$ cat src/rtl/assert_macros.svh
// Assertion macros used by the top-level RTL file
`ifndef ASSERT_MACROS_SVH
`define ASSERT_MACROS_SVH

// Implication checked at every rising edge outside reset
`define SWARQ_ASSERT_IMP(label, clk, rst_n, ante, cons) \
  label: assert property (@(posedge clk) disable iff (!rst_n) (ante) |-> (cons)) \
    else $error("implication check failed");

// Condition that must never hold outside reset
`define SWARQ_ASSERT_NEVER(label, clk, rst_n, expr) \
  label: assert property (@(posedge clk) disable iff (!rst_n) !(expr)) \
    else $error("forbidden condition seen");

`endif

$ cat src/rtl/swarq_pkg.sv
// Package: codes, constants and word types of the stop-and-wait ARQ sender
`default_nettype none

package swarq_pkg;

  // Fixed field widths
  localparam int WORD_BITS  = 32;
  localparam int KIND_BITS  = 3;
  localparam int STATE_BITS = 2;
  localparam int QUEUED_BITS = 5;
  localparam int CNT_BITS   = 32;
  localparam int TIMER_BITS = 16;

  // Defaults
  localparam int QUEUE_DEPTH_DEF = 16;
  localparam logic [TIMER_BITS-1:0] TIMEOUT_RESET = 16'd1000;

  // Event kinds
  localparam logic [KIND_BITS-1:0] KIND_NEW    = 3'd0;
  localparam logic [KIND_BITS-1:0] KIND_TXDONE = 3'd1;
  localparam logic [KIND_BITS-1:0] KIND_ACK    = 3'd2;
  localparam logic [KIND_BITS-1:0] KIND_NACK   = 3'd3;
  localparam logic [KIND_BITS-1:0] KIND_TICK   = 3'd4;

  // Sender state codes as seen on the result word
  localparam logic [STATE_BITS-1:0] ST_IDLE    = 2'd0;
  localparam logic [STATE_BITS-1:0] ST_SENDING = 2'd1;
  localparam logic [STATE_BITS-1:0] ST_WAIT    = 2'd2;

  typedef struct packed {
    logic [KIND_BITS-1:0] kind;
    logic [WORD_BITS-1:0] packet_word;
  } in_word_t;

  typedef struct packed {
    logic                   send_valid;
    logic [WORD_BITS-1:0]   send_word;
    logic [STATE_BITS-1:0]  sender_state;
    logic                   dropped;
    logic [QUEUED_BITS-1:0] queued;
    logic [CNT_BITS-1:0]    acked_count;
    logic [CNT_BITS-1:0]    transmitted_count;
  } out_word_t;

endpackage

`default_nettype wire

$ cat src/rtl/swarq_qmem.sv
// Wait queue memory with a prefetched head word and write forwarding
`default_nettype none

module swarq_qmem #(
  parameter int DEPTH = swarq_pkg::QUEUE_DEPTH_DEF,
  parameter int AW    = (DEPTH > 1) ? $clog2(DEPTH) : 1
) (
  input  wire logic                            clk,
  input  wire logic                            we,
  input  wire logic [AW-1:0]                   waddr,
  input  wire logic [swarq_pkg::WORD_BITS-1:0] wdata,
  input  wire logic [AW-1:0]                   raddr,
  output logic      [swarq_pkg::WORD_BITS-1:0] rdata
);

  logic [swarq_pkg::WORD_BITS-1:0] mem [DEPTH];
  logic [swarq_pkg::WORD_BITS-1:0] rdata_r;

  // write port
  always_ff @(posedge clk) begin
    if (we) begin
      mem[waddr] <= wdata;
    end
  end

  // registered read; a write to the entry being read is passed straight on
  always_ff @(posedge clk) begin
    if (we && (waddr == raddr)) begin
      rdata_r <= wdata;
    end else begin
      rdata_r <= mem[raddr];
    end
  end

  assign rdata = rdata_r;

endmodule

`default_nettype wire

$ cat src/rtl/swarq_core.sv
// Sender state, queue pointers, timer and counters; result word of each event
`default_nettype none

module swarq_core #(
  parameter int QUEUE_DEPTH = swarq_pkg::QUEUE_DEPTH_DEF
) (
  input  wire logic                             clk,
  input  wire logic                             rst_n,
  input  wire logic                             step,
  input  wire swarq_pkg::in_word_t              item,
  input  wire logic [swarq_pkg::TIMER_BITS-1:0] timeout,
  output swarq_pkg::out_word_t                  result
);

  localparam int AW = (QUEUE_DEPTH > 1) ? $clog2(QUEUE_DEPTH) : 1;
  localparam int FW = $clog2(QUEUE_DEPTH + 1);
  localparam logic [AW-1:0] PTR_LAST = AW'(QUEUE_DEPTH - 1);
  localparam logic [FW-1:0] FILL_MAX = FW'(QUEUE_DEPTH);

  typedef enum logic [swarq_pkg::STATE_BITS-1:0] {
    PH_IDLE    = swarq_pkg::ST_IDLE,
    PH_SENDING = swarq_pkg::ST_SENDING,
    PH_WAIT    = swarq_pkg::ST_WAIT
  } phase_t;

  phase_t                            phase_r, phase_nxt;
  logic [swarq_pkg::WORD_BITS-1:0]   held_r, held_nxt;
  logic                              held_valid_r, held_valid_nxt;
  logic [AW-1:0]                     head_r, head_nxt;
  logic [AW-1:0]                     tail_r, tail_nxt;
  logic [FW-1:0]                     fill_r, fill_nxt;
  logic [swarq_pkg::TIMER_BITS-1:0]  timer_r, timer_nxt;
  logic                              armed_r, armed_nxt;
  logic [swarq_pkg::CNT_BITS-1:0]    ack_r, ack_nxt;
  logic [swarq_pkg::CNT_BITS-1:0]    tx_r, tx_nxt;

  logic                              send;
  logic                              drop;
  logic                              push;
  logic [swarq_pkg::WORD_BITS-1:0]   head_word;

  // queue storage; read address follows the next head so the word is ready
  swarq_qmem #(
    .DEPTH (QUEUE_DEPTH),
    .AW    (AW)
  ) u_qmem (
    .clk   (clk),
    .we    (push),
    .waddr (tail_r),
    .wdata (item.packet_word),
    .raddr (head_nxt),
    .rdata (head_word)
  );

  // event decode and next state
  always_comb begin
    phase_nxt      = phase_r;
    held_nxt       = held_r;
    held_valid_nxt = held_valid_r;
    head_nxt       = head_r;
    tail_nxt       = tail_r;
    fill_nxt       = fill_r;
    timer_nxt      = timer_r;
    armed_nxt      = armed_r;
    ack_nxt        = ack_r;
    tx_nxt         = tx_r;
    send           = 1'b0;
    drop           = 1'b0;
    push           = 1'b0;
    if (step) begin
      case (item.kind)
        swarq_pkg::KIND_NEW: begin
          if ((phase_r == PH_IDLE) && !held_valid_r) begin
            held_nxt       = item.packet_word;
            held_valid_nxt = 1'b1;
            send           = 1'b1;
          end else if (fill_r < FILL_MAX) begin
            push     = 1'b1;
            tail_nxt = (tail_r == PTR_LAST) ? '0 : tail_r + 1'b1;
            fill_nxt = fill_r + 1'b1;
          end else begin
            drop = 1'b1;
          end
        end
        swarq_pkg::KIND_TXDONE: begin
          if (phase_r == PH_SENDING) begin
            phase_nxt = PH_WAIT;
            timer_nxt = timeout;
            armed_nxt = 1'b1;
            tx_nxt    = tx_r + 1'b1;
          end
        end
        swarq_pkg::KIND_ACK: begin
          if (held_valid_r) begin
            armed_nxt = 1'b0;
            ack_nxt   = ack_r + 1'b1;
            if (fill_r == '0) begin
              held_valid_nxt = 1'b0;
              phase_nxt      = PH_IDLE;
            end else begin
              held_nxt = head_word;
              head_nxt = (head_r == PTR_LAST) ? '0 : head_r + 1'b1;
              fill_nxt = fill_r - 1'b1;
              send     = 1'b1;
            end
          end
        end
        swarq_pkg::KIND_NACK: begin
          send = held_valid_r;
        end
        swarq_pkg::KIND_TICK: begin
          if (armed_r && held_valid_r) begin
            if (timer_r <= 16'd1) begin
              timer_nxt = '0;
              send      = 1'b1;
            end else begin
              timer_nxt = timer_r - 1'b1;
            end
          end
        end
        default: begin
          // undefined kinds change nothing
        end
      endcase
      // a copy goes out: back to sending, timer off
      if (send) begin
        phase_nxt = PH_SENDING;
        armed_nxt = 1'b0;
      end
    end
  end

  // result word of the event
  always_comb begin
    result.send_valid        = send;
    result.send_word         = send ? held_nxt : '0;
    result.sender_state      = phase_nxt;
    result.dropped           = drop;
    result.queued            = swarq_pkg::QUEUED_BITS'(fill_nxt);
    result.acked_count       = ack_nxt;
    result.transmitted_count = tx_nxt;
  end

  // state registers
  always_ff @(posedge clk) begin
    if (!rst_n) begin
      phase_r      <= PH_IDLE;
      held_r       <= '0;
      held_valid_r <= 1'b0;
      head_r       <= '0;
      tail_r       <= '0;
      fill_r       <= '0;
      timer_r      <= '0;
      armed_r      <= 1'b0;
      ack_r        <= '0;
      tx_r         <= '0;
    end else begin
      phase_r      <= phase_nxt;
      held_r       <= held_nxt;
      held_valid_r <= held_valid_nxt;
      head_r       <= head_nxt;
      tail_r       <= tail_nxt;
      fill_r       <= fill_nxt;
      timer_r      <= timer_nxt;
      armed_r      <= armed_nxt;
      ack_r        <= ack_nxt;
      tx_r         <= tx_nxt;
    end
  end

endmodule

`default_nettype wire

$ cat src/rtl/stop_and_wait_arq_sender.sv
// Stop-and-wait ARQ sender: one result word per event word.
// The result word is registered when the event word is taken.
// Throughput: one event word per cycle while out_stall is low; the queue memory
// is read ahead of the head, so an ACK pops the next packet without a bubble.
// Reset (synchronous, active low) empties the queue and clears state and counts;
// the queue memory itself needs no clearing pass.
`default_nettype none

module stop_and_wait_arq_sender #(
  parameter int QUEUE_DEPTH = swarq_pkg::QUEUE_DEPTH_DEF
) (
  input  wire logic                             clk,
  input  wire logic                             rst_n,
  // event words
  input  wire logic                             in_valid,
  output logic                                  in_stall,
  input  wire swarq_pkg::in_word_t              in_data,
  // result words
  output logic                                  out_valid,
  input  wire logic                             out_stall,
  output swarq_pkg::out_word_t                  out_data,
  // timeout register
  input  wire logic                             cfg_we,
  input  wire logic [swarq_pkg::TIMER_BITS-1:0] cfg_wdata
);

  `include "assert_macros.svh"

  logic [swarq_pkg::TIMER_BITS-1:0] timeout_r;
  logic                             out_valid_r, out_valid_nxt;
  swarq_pkg::out_word_t             out_data_r;
  swarq_pkg::out_word_t             result;
  logic                             step;

  // take a word unless the held result is blocked
  assign in_stall = out_valid_r && out_stall;
  assign step     = in_valid && !in_stall;

  swarq_core #(
    .QUEUE_DEPTH (QUEUE_DEPTH)
  ) u_core (
    .clk     (clk),
    .rst_n   (rst_n),
    .step    (step),
    .item    (in_data),
    .timeout (timeout_r),
    .result  (result)
  );

  // timeout register
  always_ff @(posedge clk) begin
    if (!rst_n) begin
      timeout_r <= swarq_pkg::TIMEOUT_RESET;
    end else if (cfg_we) begin
      timeout_r <= cfg_wdata;
    end
  end

  // output register
  always_comb begin
    if (step) begin
      out_valid_nxt = 1'b1;
    end else if (out_stall) begin
      out_valid_nxt = out_valid_r;
    end else begin
      out_valid_nxt = 1'b0;
    end
  end

  always_ff @(posedge clk) begin
    if (!rst_n) begin
      out_valid_r <= 1'b0;
    end else begin
      out_valid_r <= out_valid_nxt;
    end
  end

  always_ff @(posedge clk) begin
    if (step) begin
      out_data_r <= result;
    end
  end

  assign out_valid = out_valid_r;
  assign out_data  = out_data_r;

  // a sent copy always leaves the sender in the sending state
  `SWARQ_ASSERT_IMP(a_send_state, clk, rst_n, out_valid_r && out_data_r.send_valid,
    out_data_r.sender_state == swarq_pkg::ST_SENDING)
  // idle only with an empty queue
  `SWARQ_ASSERT_IMP(a_idle_empty, clk, rst_n,
    out_valid_r && (out_data_r.sender_state == swarq_pkg::ST_IDLE), out_data_r.queued == '0)
  // no word shown unless a copy is sent
  `SWARQ_ASSERT_IMP(a_word_zero, clk, rst_n, out_valid_r && !out_data_r.send_valid,
    out_data_r.send_word == '0)
  // a drop never comes with a send
  `SWARQ_ASSERT_NEVER(a_drop_send, clk, rst_n,
    out_valid_r && out_data_r.dropped && out_data_r.send_valid)

endmodule

`default_nettype wire

$ cat config.mk
export PLATFORM = sky130hd
export DESIGN_NAME = stop_and_wait_arq_sender
export DESIGN_NICKNAME = d
export VERILOG_FILES = /design/src/rtl/swarq_pkg.sv /design/src/rtl/swarq_qmem.sv /design/src/rtl/swarq_core.sv /design/src/rtl/stop_and_wait_arq_sender.sv
export VERILOG_INCLUDE_DIRS = /design/src /design/src/rtl
export SDC_FILE = /design/constraint.sdc
export NUM_CORES = 1
export LEC_CHECK = 0
export BUFFER_PORTS_ARGS = -buffer_cell sky130_fd_sc_hd__buf_4
export CAP_MARGIN = 20
export CORE_ASPECT_RATIO = 0.6
export CORE_MARGIN = 5
export CORE_UTILIZATION = 55
export CTS_CLUSTER_SIZE = 16
export DETAILED_ROUTE_END_ITERATION = 8
export PLACE_DENSITY_LB_ADDON = 0.15
export SLEW_MARGIN = 20
export SYNTH_ARGS = -nofsm -noshare
export SYNTH_HDL_FRONTEND = slang
export SYNTH_HIERARCHICAL = 1
export SYNTH_SLANG_ARGS = --single-unit
$ cat constraint.sdc
create_clock -name clk -period 15.2 [get_ports clk]
set_clock_uncertainty 0.2 [all_clocks]
set_input_delay 1.52 -clock clk [delete_from_list [all_inputs] [get_ports clk]]
set_output_delay 1.52 -clock clk [all_outputs]
set_load 0.01 [all_outputs]
==> impl_results.md <==
- Worst slew margin: 23.8%
- CP required: 15250 ps
- CP max stage delay: 660 ps
- Arr. time, crit path: 4670 ps
- Area Overhead vs Synth: 14.1%
- Syn Nets: 1858
- Critical path class: primary input to flip-flop
- Worst path slowest cell: nor2_4
- TritonCTS clock tree: built
- Sequential area share after synthesis: 71.4%
- Die area: 59700 um2
- FF-to-FF setup slack: 11020 ps
- Vias post-DR: 16800
- Clock sink count: 767
- First-pass GRT wire length: 104000 um
- Number of synthesized flops with an enable pin: 617
- Core area: 54200 um2
- Setup WS pre-CTS: 9960 ps
- Area contributors post-synth: edfxtp_1 (61%), dfxtp_1 (10%), mux4_2 (9.6%), a22oi_1 (2.4%), and2_1 (1.6%)
- Synth area leader: edfxtp_1
- Final Max Slew Viols: 0
- Reg clk slew, reported paths: 70 ps
- Vias in the first global route: 16700
- Detail Placement HPWL: 40200 um
- Cells after Synth: 1794
- Yosys reg bits: 767
- Initial antenna violation count: 1
- Ports: 163
- Post-synth top flop: edfxtp_1
- Number of post-CTS setup repair buffers: 0
- Actual slew at the worst max-slew pin: 1140 ps
- Static Leak: 11.6 nW
- Area occupied by multi-input gates: 8190 um2
- Total CTS buffers: 69
- Setup ws final: 10570 ps
- P per Cell Area: 119 nW/um2
- Synthesized area per cell: 16.8 um2
- DR WL/cell: 25.2 um
- Critical Path Source Type: primary input
- DRC violation total after the first TritonRoute iteration: 1595
- Starting density of the core: 55.6%
- Highest achievable clock rate: 216 MHz
- Total Routing Usage GR: 23.1%
- Yosys warning count: 6
- Status: finished clean
- Register area: 21500 um2
- Area of the mapped netlist: 30100 um2
- Sum Neg Setup Slack: 0 ps
- Final nets: 2020
- Largest net degree at the start of global routing: 122
- DRT antenna net count: 0
- Die W: 312 um
- CTS Root Cell: clkbuf_16
- PostCTS Resize Cnt: 0
- Largest delay share family, worst path: simple AND/OR/NAND/NOR gates
- Clock tree buffer depth: 3
- Total wire length: 68700 um
- Count of final hold-check violations: 0
- Post-route DRC: 0
- Layout cell share with drive strength beyond 1: 23.7%
- Top-area cell type share of the netlist area: 61.5%
- # port buffers: 162
- # setup viols final: 0
- Global route total overflow: 0
- Yosys cell types: 72
- CP dominant cell by count: buf_4
- Max IR drop VDD: 111 uV
- RSZ-0062 raised after global routing: no
- Worst min-delay path class: flip-flop to flip-flop
- Row count: 66
- Final worst-path cycle share: 30.4%
- Vias per cell: 6.17
- Hold Buf Count CTS: 0
- Max-Cap Viols: 0
- Crit-path max FO: 121
- Fillers: 3851
- Min Tclk post-route: 4630 ps
- Clock Latency Late Sink: 600 ps
- Crit path buf inv count: 3
- Die H: 191 um
- Worst setup EP type: flip-flop
- H-tree Lvls: 3
- Ys async rst share: 0%
- Drt pass-1 iters: 5
- Synth top cells by count: edfxtp_1 (617), dfxtp_1 (150), mux4_2 (128)
- Final Wtd Congestion: 0.837
- Critical-path cell list: buf_4, and2_1, nor2b_4, buf_12, nor4b_4, nand3_1, nor2_4, buf_4
- Cell with the most instances after synthesis: edfxtp_1
-- cell type report --
class	count	share of cell area, %
well taps	714	2.60
repair buffers	195	4.39
multi-input cells	907	23.8
diodes	1	0.00728
clock buffers	95	5.49
flip-flops and latches	767	62.6
clock inverters	31	0.891
inverters	16	0.175
-- kinds of logic (layout without fill, tap and decap cells) --
| group | Yosys count | in the layout | synth area share, % |
|---|---|---|---|
| compound gates | 211 | 211 | 5.18 |
| simple gates | 469 | 469 | 8.74 |
| flops | 767 | 767 | 71.4 |
| fa+ha+maj | 8 | 8 | 0.332 |
| mux | 155 | 155 | 10.5 |
| other cells | 0 | 1 | 0 |
| buf+inv | 120 | 337 | 1.91 |
| xor+xnor | 64 | 64 | 1.91 |
-- report_power, final --
| part | leakage (nW) | switching, mW | internal (mW) | total (mW) |
|---|---|---|---|---|
| Combinational | 3.68 | 0.0738 | 0.0385 | 0.112 |
| Sequential | 6.87 | 0.00823 | 2.28 | 2.29 |
| Clock | 1.07 | 0.746 | 0.961 | 1.71 |
-- sequential cells by signal, indices dropped and copies added (netlist names), named ones only --
name,flops
out_valid,1
u_core/head_r,4
u_core/timer_r,16
u_core/fill_r,5
out_data,105
u_core/ack_r,32
u_core/held_valid_r,1
u_core/u_qmem/mem,512
u_core/armed_r,1
u_core/held_r,32
u_core/phase_r,2
u_core/tx_r,32
timeout_r,16
u_core/tail_r,4
-- stage by stage --
step                      hold slack [ps]  power [mW]  util (%)  instance area (um2)  std cells
after detailed placement              265        2.45      59.4                32200       2598
after global routing                  290        4.25      63.5                34400       2726
after floorplan                       241        2.38         -                30100       1794
after global placement                263        2.44      59.3                32100       2597
after CTS                             269        4.15      63.4                34400       2724
final                                 275        4.11      63.5                34400       2726
-- final timing paths --
check                                        to  cells after the start                        from
max reg2reg              out_data[74]$_DFFE_PP_                      8                   flip-flop
max          u_core/u_qmem/mem[14][7]$_DFFE_PP_                      8                   out_stall
min reg2reg     u_core/timer_r[13]$_SDFFE_PN0P_                      2  timeout_r[13]$_SDFFE_PN0P_
min             u_core/timer_r[13]$_SDFFE_PN0P_                      2  timeout_r[13]$_SDFFE_PN0P_
-- metal layers --
metal / up-vias / global-route usage [%] / share of wire (%)
li1: 7369 / - / -
met5: - / 0 / 0
met2: 661 / 33.6 / 44
met1: 8676 / 36.0 / 47
met4: 0 / 5.15 / 2.0
met3: 103 / 5.24 / 7.7
-- layout by cell type (no fill, tap or decap), types with 4 or more instances in the layout --
cell type and instances:
o21ai_0 15, clkinv_1 9, nor3b_1 4, mux4_2 128, buf_4 192, mux2i_1 23, clkbuf_1 22, and3_1 15
clkbuf_16 71, nor2_1 82, a31oi_1 9, nor3_2 6, inv_1 15, xnor2_1 38, nand3b_1 4, edfxtp_1 617
nand4_1 25, or4_1 6, a22o_1 34, a22oi_1 98, nor2_4 13, dfxtp_1 148, o21a_1 4, mux2_2 4
ha_1 8, clkinv_2 10, nor2b_1 15, or3_4 4, bufinv_16 5, or3_1 7, nand2_1 96, xor2_1 24
nor3_1 18, nand2b_1 7, and4_1 8, a21oi_1 17, nor4_4 6, nor4_1 11, nand3_1 38, and2_1 78
-- worst register-to-register path: cells and delay by family (launching register included) --
kind / cells / cell delay (ps)
flops: 1 / 710
mux: 1 / 620
simple gates: 2 / 170
buf+inv: 2 / 1430
compound gates: 3 / 780
Note: power is estimated with default switching activity, not from simulation.
